## src/hdl/eight_direction_gradient_magnitude_defines.svh

```systemverilog
`ifndef EIGHT_DIRECTION_GRADIENT_MAGNITUDE_DEFINES_SVH
`define EIGHT_DIRECTION_GRADIENT_MAGNITUDE_DEFINES_SVH

// same-cycle implication, clocked on clk, off while arst_n is low
`define EGM_ASSERT_IMP(lbl, ante, cons) \
	lbl: assert property (@(posedge clk) disable iff (!arst_n) (ante) |-> (cons)) \
		else $error("egm check failed");

// next-cycle implication, clocked on clk, off while arst_n is low
`define EGM_ASSERT_NXT(lbl, ante, cons) \
	lbl: assert property (@(posedge clk) disable iff (!arst_n) (ante) |=> (cons)) \
		else $error("egm check failed");

`endif

```

## src/hdl/egm_pkg.sv

```systemverilog
package egm_pkg;

	localparam int EGM_MAX_WIDTH   = 2048;
	localparam int EGM_MAX_HEIGHT  = 4096;
	localparam int FRAME_WIDTH_RST  = 640;
	localparam int FRAME_HEIGHT_RST = 480;

	localparam int CFG_DATA_W = 13;
	localparam int PIX_W      = 8;
	localparam int RESP_W     = 13;

	typedef enum logic {
		CFG_FRAME_WIDTH  = 1'b0,
		CFG_FRAME_HEIGHT = 1'b1
	} cfg_index_t;

	typedef logic [PIX_W-1:0] pix_t;
	// neighbourhood, entry row*3+col
	typedef logic [8:0][PIX_W-1:0] nb_t;
	typedef logic signed [RESP_W-1:0] resp_t;

	// how the neighbourhood of one result is built from the window
	typedef struct packed {
		logic row_end;     // right edge of the previous row, from the unshifted window
		logic frame_done;  // last result of the frame
		logic top_refl;    // centre row is the first row
		logic bot_refl;    // centre row is the last row
		logic left_refl;   // centre column is the first column
	} emit_ctrl_t;

	typedef struct packed {
		logic row_end;
		logic frame_end;
	} res_flags_t;

	// 0, 45, 90 and 135 degree kernels; the other four are their negations
	localparam int KERNEL [4][9] = '{
		'{ -3,   0,  3, -10, 0, 10,  -3,  0,   3},
		'{  0,   3, 10,  -3, 0,  3, -10, -3,   0},
		'{ -3, -10, -3,   0, 0,  0,   3, 10,   3},
		'{ 10,   3,  0,   3, 0, -3,   0, -3, -10}
	};

	function automatic resp_t kernel_resp(input int k, input nb_t nb);
		logic signed [RESP_W+1:0] acc;
		acc = '0;
		for (int i = 0; i < 9; i++) begin
			acc = acc + (RESP_W+2)'(KERNEL[k][i]) * $signed({6'b0, nb[i]});
		end
		return RESP_W'(acc);
	endfunction

	function automatic logic [RESP_W-2:0] abs_resp(input resp_t r);
		return (r < 0) ? (RESP_W-1)'(-r) : (RESP_W-1)'(r);
	endfunction

endpackage

```

## src/hdl/egm_window.sv

```systemverilog
module egm_window import egm_pkg::*; (
	input  logic       clk,
	input  logic       arst_n,
	input  logic       clear,
	input  logic       shift,
	input  emit_ctrl_t ctrl,
	input  pix_t       col_top,
	input  pix_t       col_mid,
	input  pix_t       col_bot,
	output nb_t        nb
);

	// [row][col]
	logic [2:0][2:0][PIX_W-1:0] win_q;
	logic [2:0][2:0][PIX_W-1:0] shifted;
	logic [2:0][2:0][PIX_W-1:0] colsel;
	logic [2:0][PIX_W-1:0]      col_new;
	logic [1:0]                 rsel [3];

	assign col_new = {col_bot, col_mid, col_top};

	always_comb begin
		for (int r = 0; r < 3; r++) begin
			shifted[r][0] = win_q[r][1];
			shifted[r][1] = win_q[r][2];
			shifted[r][2] = col_new[r];
		end
	end

	// column choice: right edge reflects from the old window, centre from the new one
	always_comb begin
		for (int r = 0; r < 3; r++) begin
			if (ctrl.row_end) begin
				colsel[r][0] = win_q[r][1];
				colsel[r][1] = win_q[r][2];
				colsel[r][2] = win_q[r][1];
			end else begin
				colsel[r][0] = ctrl.left_refl ? shifted[r][2] : shifted[r][0];
				colsel[r][1] = shifted[r][1];
				colsel[r][2] = shifted[r][2];
			end
		end
	end

	// row choice, reflect-101 at top and bottom
	always_comb begin
		rsel[0] = ctrl.top_refl ? 2'd2 : 2'd0;
		rsel[1] = 2'd1;
		rsel[2] = ctrl.bot_refl ? 2'd0 : 2'd2;
		for (int i = 0; i < 3; i++) begin
			for (int j = 0; j < 3; j++) begin
				nb[i*3+j] = colsel[rsel[i]][j];
			end
		end
	end

	always_ff @(posedge clk or negedge arst_n) begin
		if (!arst_n) begin
			win_q <= '0;
		end else if (clear) begin
			win_q <= '0;
		end else if (shift) begin
			win_q <= ctrl.frame_done ? '0 : shifted;
		end
	end

endmodule

```

## config.mk

```make
export PLATFORM = sky130hd
export DESIGN_NAME = egm_window
export DESIGN_NICKNAME = d
export VERILOG_FILES = /design/src/hdl/eight_direction_gradient_magnitude_defines.svh /design/src/hdl/egm_pkg.sv /design/src/hdl/egm_window.sv
export SDC_FILE = /design/constraint.sdc
export NUM_CORES = 1
export LEC_CHECK = 0
export BUFFER_PORTS_ARGS = -buffer_cell sky130_fd_sc_hd__buf_2
export CORE_MARGIN = 5
export CORE_UTILIZATION = 55
export DETAILED_ROUTE_END_ITERATION = 16
export PLACE_DENSITY = 0.86
export SKIP_CTS_REPAIR_TIMING = 1
export SKIP_LAST_GASP = 1
export SYNTH_ARGS = -nofsm -noshare
export SYNTH_HDL_FRONTEND = slang
export SYNTH_SLANG_ARGS = --single-unit
```

## constraint.sdc

```tcl
create_clock -name clk -period 3.15 [get_ports clk]
set_input_delay 0.315 -clock clk [delete_from_list [all_inputs] [get_ports clk]]
set_output_delay 0.315 -clock clk [all_outputs]
set_load 0.005 [all_outputs]
```

* Yosys cells after proc, flatten, opt, wreduce, memory -nomap -nowiden *
Index checks and enable logic that the tools add are counted.

word-level totals
  flip-flop bits (word level) = 48
  output and inout bits = 72
  word-level logic and storage cells = 24
  bits of input ports = 33

cells by class
  muxes and demuxes = 15
  order comparisons = 2
  reduce and logical (&&, ||, !) cells = 1

operator list
  cell                                                count
  2-to-1 mux 72 bit                                   3
  2-to-1 mux 24 bit                                   5
  binary-select mux 24 bit (select 2 bit)             2
  2-to-1 mux 8 bit                                    3
  < comparator 2 x 3 -> 1 bit, second input constant  2
  2-to-1 mux 2 bit                                    2
  nonzero test 2 bit                                  1

* Logic depth before layout (Yosys ltp) *
  depth in word-level cells = 4
  mapped depth = 7

* Least setup slack after synthesis *
OpenSTA, ideal clock, no wires.

  kind = in2out
  start point = input port ctrl[4] (netlist name)
  end point = output port nb[31] (netlist name)
  path buffers = 5
  setup slack = 1.473 ns
  data arrival time = 1.362 ns
  data required time = 2.835 ns
  stages = 7
  path through = buf_6 nand2b_4 buf_6 buf_12 buf_6 mux2_2 buf_4

RTL lines
  element          line              source
  start, declared  egm_window.sv:6   input emit_ctrl_t ctrl,
  end, declared    egm_window.sv:10  output nb_t nb

==> run metrics <==
Slew HR=slightly above 30%; CP Data Required Time=2.83 ns; worst hold slack=a little over 0.2 ns; min-delay worst type=input pin to async pin; input/output buffers=104; Yosys reg bits=48; all-layer global routing usage=19.3%; Clock Skew=0.00150 ns; startpoint type of the worst setup path=input pin; first-pass GRT wire length=11.2 mm; outcome=completed; Worst-Skew Late Latency=roughly 0.29 ns; Cell Area, Synth=roughly 3100 um^2; Worst VDD drop=0.237 mV; HPWL Detailed=roughly 4.6 mm; Cell Rows=27; Cells after Synth=209; Final Max Tran Viols=0; initial core utilization=56.5%; sequential-to-total area share from yosys stat=38.9%; IO Pins=105; Netlist cell types=13; max cap viols=0; CP max stage cell=mux4_2; via count=between 2000 and 2500; number of global-route vias before repair=2261; area delta synth->final=12.8%; setup TNS=0 ns; max FFs per register=48; NumNets Final=309; DR WL/cell=19.3 um; end-of-flow core utilization=63.7%; CTS Buffer Depth=2; Root Driver=clkbuf_8; setup violators final=0; drt drc=0; Inserted Diodes=0; routability cong.=0.717; largest net degree at the start of global routing=49; CP Max Fanout=24; Final ANT Viol Nets=0; Synth warnings=0; synthesized area per cell=14.8 um^2; power density cells=359 nW/um^2; DR vias/cell=6.21; initial antenna violation count=0; final wirelength=a little under 7 mm; CTS buffer count=5; worst path arrival time=~1.6 ns; Tot Pwr=around 1.3 mW; H-tree levels=2; Sink Count=48; Die ar.=7220 um^2; Die Y=85.0 um; slowest stage delay, CP=0.60 ns; number of hold violations in the final report=0; fin crit share=roughly three fifths; critical-path cell list=buf_2 -> mux4_2 -> buf_2; Final Cell Area=3490 um^2; total gr overflow=0; CTS tree=built; clock-pin slew on the worst setup and hold paths=0.08 ns; DR pass1 iterations=4; Placed Area=3400 um^2; RSZ-0062 raised after global routing=false; die width=approximately 85 um; share of cells above drive strength 1=61.7%; number of DRC markers in iteration 0=around 110; Crit Path Class=input pin to output port; Syn Nets=242; measured slew at the worst slew-check pin=1.04 ns; fin crit period=1.92 ns; core area=5470 um^2; crit-path most repeated cell=buf_2; critical path endpoint category=output port; fmax=0.519 GHz; Pleak=1.82 nW
## Yosys cell counts
cell type	count	share of area [%]
a22o_1	48	14
dfrtp_1	48	39
mux2_2	32	12
buf_4	25	6.1
mux4_2	24	17
buf_2	10	1.6
mux4_1	8	6.8
buf_6	5	1.8
clkbuf_1	5	0.61
buf_12	1	0.65
nand2b_4	1	0.45
nor2_1	1	0.12
nor3b_1	1	0.24
## cell families (layout without fill, tap and decap cells)
logic type,count (synthesis),after routing,share of synthesized area (%)
multiplexers,64,64,36.0
AO/OA/AOI/OAI,48,48,13.6
flip-flops,48,48,38.9
buffers and inverters,46,114,10.8
AND/OR/NAND/NOR,3,3,0.810
## final cells by class
cell class | instances | area, um^2
multi-input cells | 115 | 1570
fillers | 460 | 1990
well taps | 72 | 90.1
repair buffers | 106 | 536
clock buffers | 8 | 90.1
flip-flops and latches | 48 | 1200
## final timing paths
| check | startpoint | end | slack [ns] | cells after the start |
|---|---|---|---|---|
| worst max-delay path | ctrl[1] | nb[54] | 1.23 | 3 |
| worst min-delay path | arst_n | shifted[1]$_DFFE_PN0P_ | 0.20 | 1 |
| worst max register to register | shifted[6]$_DFFE_PN0P_ | shifted[6]$_DFFE_PN0P_ | 2.39 | 1 |
| worst min register to register | shifted[25]$_DFFE_PN0P_ | shifted[25]$_DFFE_PN0P_ | 0.53 | 1 |
| max in group asynchronous | arst_n | shifted[13]$_DFFE_PN0P_ | 2.31 | 1 |
| min in group clk | col_mid[2] | shifted[34]$_DFFE_PN0P_ | 0.26 | 2 |
## cell usage in the layout (no fill, tap or decap)
cell type,Yosys,final
nor2_4,0,1
clkbuf_8,0,6
dfrtp_1,48,48
nor3b_2,0,1
nand2b_4,1,1
mux4_1,8,8
a22o_1,48,48
clkbuf_1,5,2
buf_4,25,2
buf_2,10,104
mux4_2,24,24
mux2_2,32,32
## power by group
| group | leakage [nW] | internal (mW) | switching (mW) | total [mW] |
|---|---|---|---|---|
| logic | 1.11 | 0.126 | 0.115 | 0.241 |
| registers | 0.662 | 0.631 | 0.0149 | 0.645 |
| clock network | 0.0455 | 0.179 | 0.187 | 0.366 |
| total | 1.82 | 0.936 | 0.317 | 1.25 |
## layer usage
metal / share of wire [%] / routed length [um] / track usage (%) / up-vias
met5: 0 / 0 / 0 / -
met4: 0.18 / 12 / 2.73 / 0
met3: 9.2 / 620 / 6.60 / 2
met2: 49 / 3270 / 30.4 / 94
met1: 42 / 2820 / 26.7 / 1116
li1: - / - / - / 954
## per-stage QoR
| stage | worst slack (ns) | std cells |
|---|---|---|
| after floorplan | 1.47 | 209 |
| after global placement | 1.22 | 341 |
| after detailed placement | 1.22 | 341 |
| after CTS | 1.20 | 349 |
| after global routing | 1.12 | 349 |
| final | 1.23 | 349 |
## critical path: cells and delay by family
kind | cells | cell delay [ns]
muxes | 1 | 0.60
buffers and inverters | 2 | 0.68
No activity file was read; power rests on OpenSTA's default activity.
