$ cat src/hdl/eight_direction_gradient_magnitude_defines.svh
`ifndef EIGHT_DIRECTION_GRADIENT_MAGNITUDE_DEFINES_SVH
`define EIGHT_DIRECTION_GRADIENT_MAGNITUDE_DEFINES_SVH

// same-cycle implication, clocked on clk, off while arst_n is low
`define EGM_ASSERT_IMP(lbl, ante, cons) \
	lbl: assert property (@(posedge clk) disable iff (!arst_n) (ante) |-> (cons)) \
		else $error("egm check failed");

// next-cycle implication, clocked on clk, off while arst_n is low
`define EGM_ASSERT_NXT(lbl, ante, cons) \
	lbl: assert property (@(posedge clk) disable iff (!arst_n) (ante) |=> (cons)) \
		else $error("egm check failed");

`endif

$ cat src/hdl/egm_pkg.sv
package egm_pkg;

	localparam int EGM_MAX_WIDTH   = 2048;
	localparam int EGM_MAX_HEIGHT  = 4096;
	localparam int FRAME_WIDTH_RST  = 640;
	localparam int FRAME_HEIGHT_RST = 480;

	localparam int CFG_DATA_W = 13;
	localparam int PIX_W      = 8;
	localparam int RESP_W     = 13;

	typedef enum logic {
		CFG_FRAME_WIDTH  = 1'b0,
		CFG_FRAME_HEIGHT = 1'b1
	} cfg_index_t;

	typedef logic [PIX_W-1:0] pix_t;
	// neighbourhood, entry row*3+col
	typedef logic [8:0][PIX_W-1:0] nb_t;
	typedef logic signed [RESP_W-1:0] resp_t;

	// how the neighbourhood of one result is built from the window
	typedef struct packed {
		logic row_end;     // right edge of the previous row, from the unshifted window
		logic frame_done;  // last result of the frame
		logic top_refl;    // centre row is the first row
		logic bot_refl;    // centre row is the last row
		logic left_refl;   // centre column is the first column
	} emit_ctrl_t;

	typedef struct packed {
		logic row_end;
		logic frame_end;
	} res_flags_t;

	// 0, 45, 90 and 135 degree kernels; the other four are their negations
	localparam int KERNEL [4][9] = '{
		'{ -3,   0,  3, -10, 0, 10,  -3,  0,   3},
		'{  0,   3, 10,  -3, 0,  3, -10, -3,   0},
		'{ -3, -10, -3,   0, 0,  0,   3, 10,   3},
		'{ 10,   3,  0,   3, 0, -3,   0, -3, -10}
	};

	function automatic resp_t kernel_resp(input int k, input nb_t nb);
		logic signed [RESP_W+1:0] acc;
		acc = '0;
		for (int i = 0; i < 9; i++) begin
			acc = acc + (RESP_W+2)'(KERNEL[k][i]) * $signed({6'b0, nb[i]});
		end
		return RESP_W'(acc);
	endfunction

	function automatic logic [RESP_W-2:0] abs_resp(input resp_t r);
		return (r < 0) ? (RESP_W-1)'(-r) : (RESP_W-1)'(r);
	endfunction

endpackage

$ cat src/hdl/egm_grad.sv
`include "eight_direction_gradient_magnitude_defines.svh"

module egm_grad import egm_pkg::*; (
	input  logic        clk,
	input  logic        arst_n,
	input  logic        take_valid,
	output logic        take_ready,
	input  nb_t         nb,
	input  res_flags_t  flags,
	output logic        out_valid,
	input  logic        out_stall,
	output resp_t       grad_horizontal,
	output resp_t       grad_vertical,
	output logic [12:0] magnitude,
	output logic        row_end,
	output logic        frame_end
);

	logic                   v_s2;
	nb_t                    nb_s2;
	res_flags_t             flags_s2;
	logic                   v_s3;
	resp_t                  g_s3 [4];
	res_flags_t             flags_s3;
	logic                   out_valid_q;
	resp_t                  gx_q;
	resp_t                  gy_q;
	logic [12:0]            mag_q;
	res_flags_t             flags_q;
	logic                   go_out;
	logic                   adv3;
	logic                   adv2;
	logic [13:0]            abs_sum;
	logic [12:0]            chk_floor;

	assign go_out     = !out_valid_q || !out_stall;
	assign adv3       = !v_s3 || go_out;
	assign adv2       = !v_s2 || adv3;
	assign take_ready = adv2;

	// opposite kernels give equal magnitudes, so sum/4 of eight is sum/2 of four
	assign abs_sum = 14'(abs_resp(g_s3[0])) + 14'(abs_resp(g_s3[1]))
		+ 14'(abs_resp(g_s3[2])) + 14'(abs_resp(g_s3[3]));

	always_ff @(posedge clk or negedge arst_n) begin
		if (!arst_n) begin
			v_s2        <= 1'b0;
			v_s3        <= 1'b0;
			out_valid_q <= 1'b0;
		end else begin
			if (adv2) begin
				v_s2 <= take_valid;
			end
			if (adv3) begin
				v_s3 <= v_s2;
			end
			if (go_out) begin
				out_valid_q <= v_s3;
			end
		end
	end

	always_ff @(posedge clk) begin
		if (adv2 && take_valid) begin
			nb_s2    <= nb;
			flags_s2 <= flags;
		end
		if (adv3 && v_s2) begin
			for (int k = 0; k < 4; k++) begin
				g_s3[k] <= kernel_resp(k, nb_s2);
			end
			flags_s3 <= flags_s2;
		end
		if (go_out && v_s3) begin
			gx_q    <= g_s3[0];
			gy_q    <= g_s3[2];
			mag_q   <= abs_sum[13:1];
			flags_q <= flags_s3;
		end
	end

	assign out_valid       = out_valid_q;
	assign grad_horizontal = gx_q;
	assign grad_vertical   = gy_q;
	assign magnitude       = mag_q;
	assign row_end         = flags_q.row_end;
	assign frame_end       = flags_q.frame_end;

	assign chk_floor = 13'((14'(abs_resp(gx_q)) + 14'(abs_resp(gy_q))) >> 1);

	`EGM_ASSERT_IMP(a_frame_end_on_row_end, out_valid_q && flags_q.frame_end, flags_q.row_end)
	`EGM_ASSERT_IMP(a_mag_floor, out_valid_q, mag_q >= chk_floor)

endmodule

$ cat config.mk
export PLATFORM = sky130hd
export DESIGN_NAME = egm_grad
export DESIGN_NICKNAME = d
export VERILOG_FILES = /design/src/hdl/egm_pkg.sv /design/src/hdl/egm_grad.sv
export VERILOG_INCLUDE_DIRS = /design/src /design/src/hdl
export SDC_FILE = /design/constraint.sdc
export NUM_CORES = 1
export LEC_CHECK = 0
export BUFFER_PORTS_ARGS = -buffer_cell sky130_fd_sc_hd__buf_4
export CORE_MARGIN = 1
export CORE_UTILIZATION = 35
export DETAILED_ROUTE_END_ITERATION = 7
export GPL_TIMING_DRIVEN = 0
export PLACE_DENSITY = 0.51
export RECOVER_POWER = 50
export SETUP_SLACK_MARGIN = 0.2
export SLEW_MARGIN = 20
export SYNTH_ARGS = -nofsm -noshare
export SYNTH_HDL_FRONTEND = slang
export SYNTH_SLANG_ARGS = --single-unit
$ cat constraint.sdc
create_clock -name clk -period 11.7 [get_ports clk]
set_input_delay 1.17 -clock clk [delete_from_list [all_inputs] [get_ports clk]]
set_output_delay 1.17 -clock clk [all_outputs]
set_load 0.01 [all_outputs]
# Yosys cells after proc, flatten, opt, wreduce, memory -nomap -nowiden
# Memory sizes are Yosys's and may differ from the RTL's.
# Index checks and enable logic that the tools add are counted.
# W data, S select, Z words.
# word_totals
reg_bits,112
output_inout_bits,43
in_bits,78
mem_count,1
ramBits,52
# classes
n_lt_le_gt_ge,4
n_reduce_logical,10
mux,6
add_sub_neg,27
mul,20
# mem_list
memory,words,word_bits,rd,rd_ports_with_merged_regs,wr,line,text
g_s3,4,13,4,0,4,egm_grad.sv:23,resp_t g_s3 [4];
# ops
operator,n
$add A13 B12 Y13,6
$add A13 B13 Y13,6
$mul A3 B9 Y12 const A,6
$mul A2 B8 Y10 const A,6
$lt A13 B1 Y1 const B,4
$mul A4 B9 Y12 const A,4
$mux W12,4
$neg A12 Y12,4
$mul A3 B8 Y11 const A,4
$add A13 B11 Y13,3
$add A13 B12 Y14,1
$add A14 B12 Y14,1
$add A10 B12 Y13,1
$add A12 B10 Y13,1
$add A12 B11 Y13,1
$add A12 B12 Y13,1
$add A12 B13 Y13,1
$add A13 B10 Y13,1
$logic_not A1 Y1,4
$logic_and A1 B1 Y1,3
$logic_or A1 B1 Y1,3
$mux W1,2

# Depth between registers and ports, before layout
# logic_depth
word_depth,6
mapped_depth,24
ltp_nobuf,24

# Least setup slack after synthesis
# Ideal clock, no wire load.
# synth_timing
kind,register to register
start,reg nb_s2[1] in the netlist's numbering
end,mem g_s3[2][12] in the netlist's numbering (data pin)
stages_incl_launch_ff,25
required_time_ns,11.432
synth_period_minus_slack_ns,6.314
arrival_time_ns,6.046
path_buffers,0
setup_time_ns,0.268
path_slack_ns,5.386
cell_sequence,edfxtp_1 > inv_1 > ha_1 > ha_1 > ha_1 > fa_1 > a21oi_1 > nor2_1 > nor2_1 > xnor2_1 > inv_1 > fa_1 > inv_1 > fa_1 > fa_1 > inv_1 > fa_1 > inv_1 > ha_1 > or2_2 > a21boi_0 > o41a_1 > a31oi_4 > o2bb2ai_2 > xnor3_1
# synth_lines
element,line,text
"start, declared",egm_grad.sv:20,nb_t nb_s2;
"start signal, assigned",egm_grad.sv:65,nb_s2 <= nb;
"end, declared",egm_grad.sv:23,

==> flow_summary.ini <==
[finish]
num-nets-final = 2621
n_antenna_cell = 0
layout-drive-gt1-share_pct = 7.700
final_cell_area_um2 = 22540
post-route-util_pct = 39.82
signed_area_change_from_the_synthesized_netlist_to_the_final_layout_pct = 11.90

[status]
violations_in_the_final_reports = capacitance limit, slew limit
run_status = finished, violations left

[timing]
rsz_0062_raised_after_global_routing = false
slew-limit-headroom_pct = -119.3
finalCritPeriodShare_pct = 63.91
tns_ns = 0
hold_violations = 0
setup_ws_ns = 4.223
fmax_mhz = 133.7
worst_slew_pin_slew_ns = 3.289
final-setup-viol-count = 0
min_period_ns = 7.477
clock_skew_ns = 0.02045
maxSlewViolCount = 93

[routing]
post_drt_wl_per_cell_um = 17.57
antenna_nets_post_route = 0
wl_mm = 47.95
post-route-drc-count = 0
route.vias.total = 12290
vias_per_cell = 4.500
detailedRoute.firstPassIterationCount = 5
detail_route.iter0.violations = 489

[worst_setup_path]
worstSetupStartpoint = nb_s2[1]$_DFFE_PP_
timing.critical_path.slowest_cell_delay_ns = 0.57
start_kind = flip-flop
worst-endpoint-arrival_ns = 7.66
regToRegStartpoint = nb_s2[1]$_DFFE_PP_
required_ns = 11.88
worst-r2r-setup-slack_ns = 4.22
worstSetupPathDepth = 24
cp_cell_sequence = inv_1 -> ha_1 -> ha_1 -> ha_1 -> fa_1 -> a21oi_1 -> nor2_1 -> nor2_1 -> xnor2_1 -> inv_1 -> fa_1 -> inv_1 -> fa_1 -> fa_1 -> inv_1 -> fa_1 -> inv_1 -> ha_1 -> or2_2 -> a21boi_0 -> o41a_1 -> a31oi_4 -> o2bb2ai_2 -> xnor3_1
worst-path-max-fanout = 3
cp-endpoint = g_s3[2][12]$_DFFE_PP_
cp_top_family = adder cells
worst_r2r_endpoint = g_s3[2][12]$_DFFE_PP_
timing.critical_path.slowest_stage_cell = sky130_fd_sc_hd__fa_1
setup.worst_path.class = reg -> reg
crit_path_end_kind = flip-flop
worst_r2r_path_depth = 24
timing.critical_path.buf_inv = 5

[synth]
synthesis.area_um2 = 20140
synth-warning-count = 0
synth_edf_count = 161
syn_avg_cell_area_um2 = 11.02
postSynthCellCount = 1828
synth_top_area_cell = sky130_fd_sc_hd__fa_1
synth_flop_cell = sky130_fd_sc_hd__edfxtp_1
synth.ff_latch_count = 164
synth.top_cell.area_share_pct = 25.74
syn_nets = 2488
post_synth_arst_share_pct = 1.829
synth_top_cells_by_area = sky130_fd_sc_hd__fa_1 (26%), sky130_fd_sc_hd__edfxtp_1 (24%), sky130_fd_sc_hd__ha_1 (20%), sky130_fd_sc_hd__inv_1 (8.6%), sky130_fd_sc_hd__xnor2_1 (6.5%)
synthTopCellsByCount = sky130_fd_sc_hd__inv_1 (460), sky130_fd_sc_hd__ha_1 (323), sky130_fd_sc_hd__fa_1 (259)
synth_seq_area_share_pct = 24.37
most_used_standard_cell_by_instance_count_after_synthesis = sky130_fd_sc_hd__inv_1
synthDistinctLibCells = 48

[global_routing]
largest_net_degree_at_the_start_of_global_routing = 55
antenna_found_initial = 1
grt-ovfl-total = 0
grt_first_pass_wirelength_mm = 75.29
grt.total_usage_pct = 17.47
grt_pass1_vias = 13200

[clock_network]
numCtsBuffers = 17
cts-hold-fix-buffers = 0
cts_num_sinks = 164
clk_pin_slew_ns = 0.07
clock-root-buffer = sky130_fd_sc_hd__clkbuf_16
post_cts.repair.setup_buffers = 0
post_cts.resized_instances = 0
clkLatencyLatePin_ns = 0.49
htreeDepth = 4
tritoncts_clock_tree = done
clock_path_buffers = 2

[floorplanning]
floorplan.die_area_um2 = 58520
initial_core_util_pct = 35.59
floorplan.die.width_um = 241.9
num_io_pins = 121
floorplan.die.height_um = 241.9
core_area_um2 = 56600
placementRows = 87

[placed_design]
io_buffer_count = 112
preCtsSetupSlack_ns = 4.189
dpl.hpwl_mm = 43.30
gp_congestion = 0.8624
detailed_place.area_um2 = 22000

[flow_run]
timing.max_cap.violations = 3

[worst_hold_path]
hold_path_class = reg -> reg
## cells by family after synthesis
group	count (synthesis)	synth area share [%]
AO/OA/AOI/OAI	272	8.802
XOR/XNOR	193	8.460
adder cells (fa/ha/maj)	582	45.80
buffers and inverters	464	8.646
flip-flops	164	24.37
multiplexers	7	0.3479
AND/OR/NAND/NOR	146	3.565
## layout by cell type, fill, tap and decap left out, types with 3 or more instances in the layout
master	instances
sky130_fd_sc_hd__fa_1	259
sky130_fd_sc_hd__clkbuf_1	10
sky130_fd_sc_hd__xnor2_1	149
sky130_fd_sc_hd__nand2_1	39
sky130_fd_sc_hd__and2_1	4
sky130_fd_sc_hd__inv_1	460
sky130_fd_sc_hd__nand2b_1	17
sky130_fd_sc_hd__a21o_1	50
sky130_fd_sc_hd__ha_1	323
sky130_fd_sc_hd__nor3_1	10
sky130_fd_sc_hd__a221oi_1	3
sky130_fd_sc_hd__nor2b_1	14
sky130_fd_sc_hd__o21bai_1	40
sky130_fd_sc_hd__or2_2	4
sky130_fd_sc_hd__or3_1	4
sky130_fd_sc_hd__xor2_1	43
sky130_fd_sc_hd__dfrtp_1	3
sky130_fd_sc_hd__a2111oi_0	4
sky130_fd_sc_hd__or4_1	5
sky130_fd_sc_hd__o31ai_1	12
sky130_fd_sc_hd__buf_4	44
sky130_fd_sc_hd__a21oi_1	89
sky130_fd_sc_hd__nor2_1	38
sky130_fd_sc_hd__o21ai_0	40
sky130_fd_sc_hd__o41ai_1	3
sky130_fd_sc_hd__a31oi_1	4
sky130_fd_sc_hd__mux2i_1	7
sky130_fd_sc_hd__o21a_1	10
sky130_fd_sc_hd__inv_6	8
sky130_fd_sc_hd__clkbuf_4	65
sky130_fd_sc_hd__clkbuf_16	17
sky130_fd_sc_hd__nand3_1	3
sky130_fd_sc_hd__edfxtp_1	161
## per-stage QoR
| step | hold WS, ns | cells |
|---|---|---|
| after floorplan | 0.4003 | 1828 |
| after global placement | 0.4025 | 2696 |
| after detailed placement | 0.4057 | 2698 |
| after CTS | 0.4091 | 2730 |
| after global routing | 0.4342 | 2730 |
| final | 0.4253 | 2730 |
## registers in the layout (all words and copies together), names as in the netlist
name	flops
frame_end	1
nb_s2	64
magnitude	13
grad_vertical	13
flags_s2	2
out_valid	1
g_s3	52
grad_horizontal	13
v_s3	1
v_s2	1
flags_s3	2
row_end	1
## final cells by class
| cell class | instances | area [um^2] |
|---|---|---|
| tap | 756 | 945.9 |
| sequential | 164 | 4910 |
| fill | 5584 | 34060 |
| clock inverter | 13 | 157.7 |
| buffer | 4 | 15.01 |
| multi-input combinational | 1200 | 13490 |
| clock buffer | 19 | 432.9 |
| inverter | 460 | 1727 |
| timing repair buffer | 114 | 860.8 |
## how the worst min path moves through the flow
stage,cells after the start,slack (ns),to,from
global placement,0,0.40,row_end$_DFFE_PP_,flags_s3[1]$_DFFE_PP_
global route,0,0.43,row_end$_DFFE_PP_,flags_s3[1]$_DFFE_PP_
CTS,1,0.41,out_valid$_DFFE_PN0P_,arst_n
detailed placement,0,0.41,row_end$_DFFE_PP_,flags_s3[1]$_DFFE_PP_
finish,0,0.43,row_end$_DFFE_PP_,flags_s3[1]$_DFFE_PP_
floorplan,0,0.40,flags_s3[0]$_DFFE_PP_,flags_s2[0]$_DFFE_PP_
## worst reg2reg max path, cell delays in order, from the launching register on
cell and delay (ns):
sky130_fd_sc_hd__edfxtp_1 0.53, sky130_fd_sc_hd__inv_1 0.33, sky130_fd_sc_hd__ha_1 0.31, sky130_fd_sc_hd__ha_1 0.29, sky130_fd_sc_hd__ha_1 0.23, sky130_fd_sc_hd__fa_1 0.40
sky130_fd_sc_hd__a21oi_1 0.15, sky130_fd_sc_hd__nor2_1 0.05, sky130_fd_sc_hd__nor2_1 0.15, sky130_fd_sc_hd__xnor2_1 0.34, sky130_fd_sc_hd__inv_1 0.15, sky130_fd_sc_hd__fa_1 0.57
sky130_fd_sc_hd__inv_1 0.05, sky130_fd_sc_hd__fa_1 0.48, sky130_fd_sc_hd__fa_1 0.55, sky130_fd_sc_hd__inv_1 0.06, sky130_fd_sc_hd__fa_1 0.55, sky130_fd_sc_hd__inv_1 0.05
sky130_fd_sc_hd__ha_1 0.32, sky130_fd_sc_hd__or2_2 0.31, sky130_fd_sc_hd__a21boi_0 0.13, sky130_fd_sc_hd__o41a_1 0.18, sky130_fd_sc_hd__a31oi_4 0.28, sky130_fd_sc_hd__o2bb2ai_2 0.17
sky130_fd_sc_hd__xnor3_1 0.55
## per-layer routing
layer / share of wire (%) / vias up / track usage, %
li1: - / 6168 / -
met1: 45 / 5940 / 21.67
met2: 50 / 136 / 30.39
met3: 2.7 / 42 / 2.913
met4: 2.9 / 0 / 6.441
met5: 0 / - / 0
Power is not shown: default switching activity piles up to over one toggle a cycle in this logic, so the estimate is an artifact.
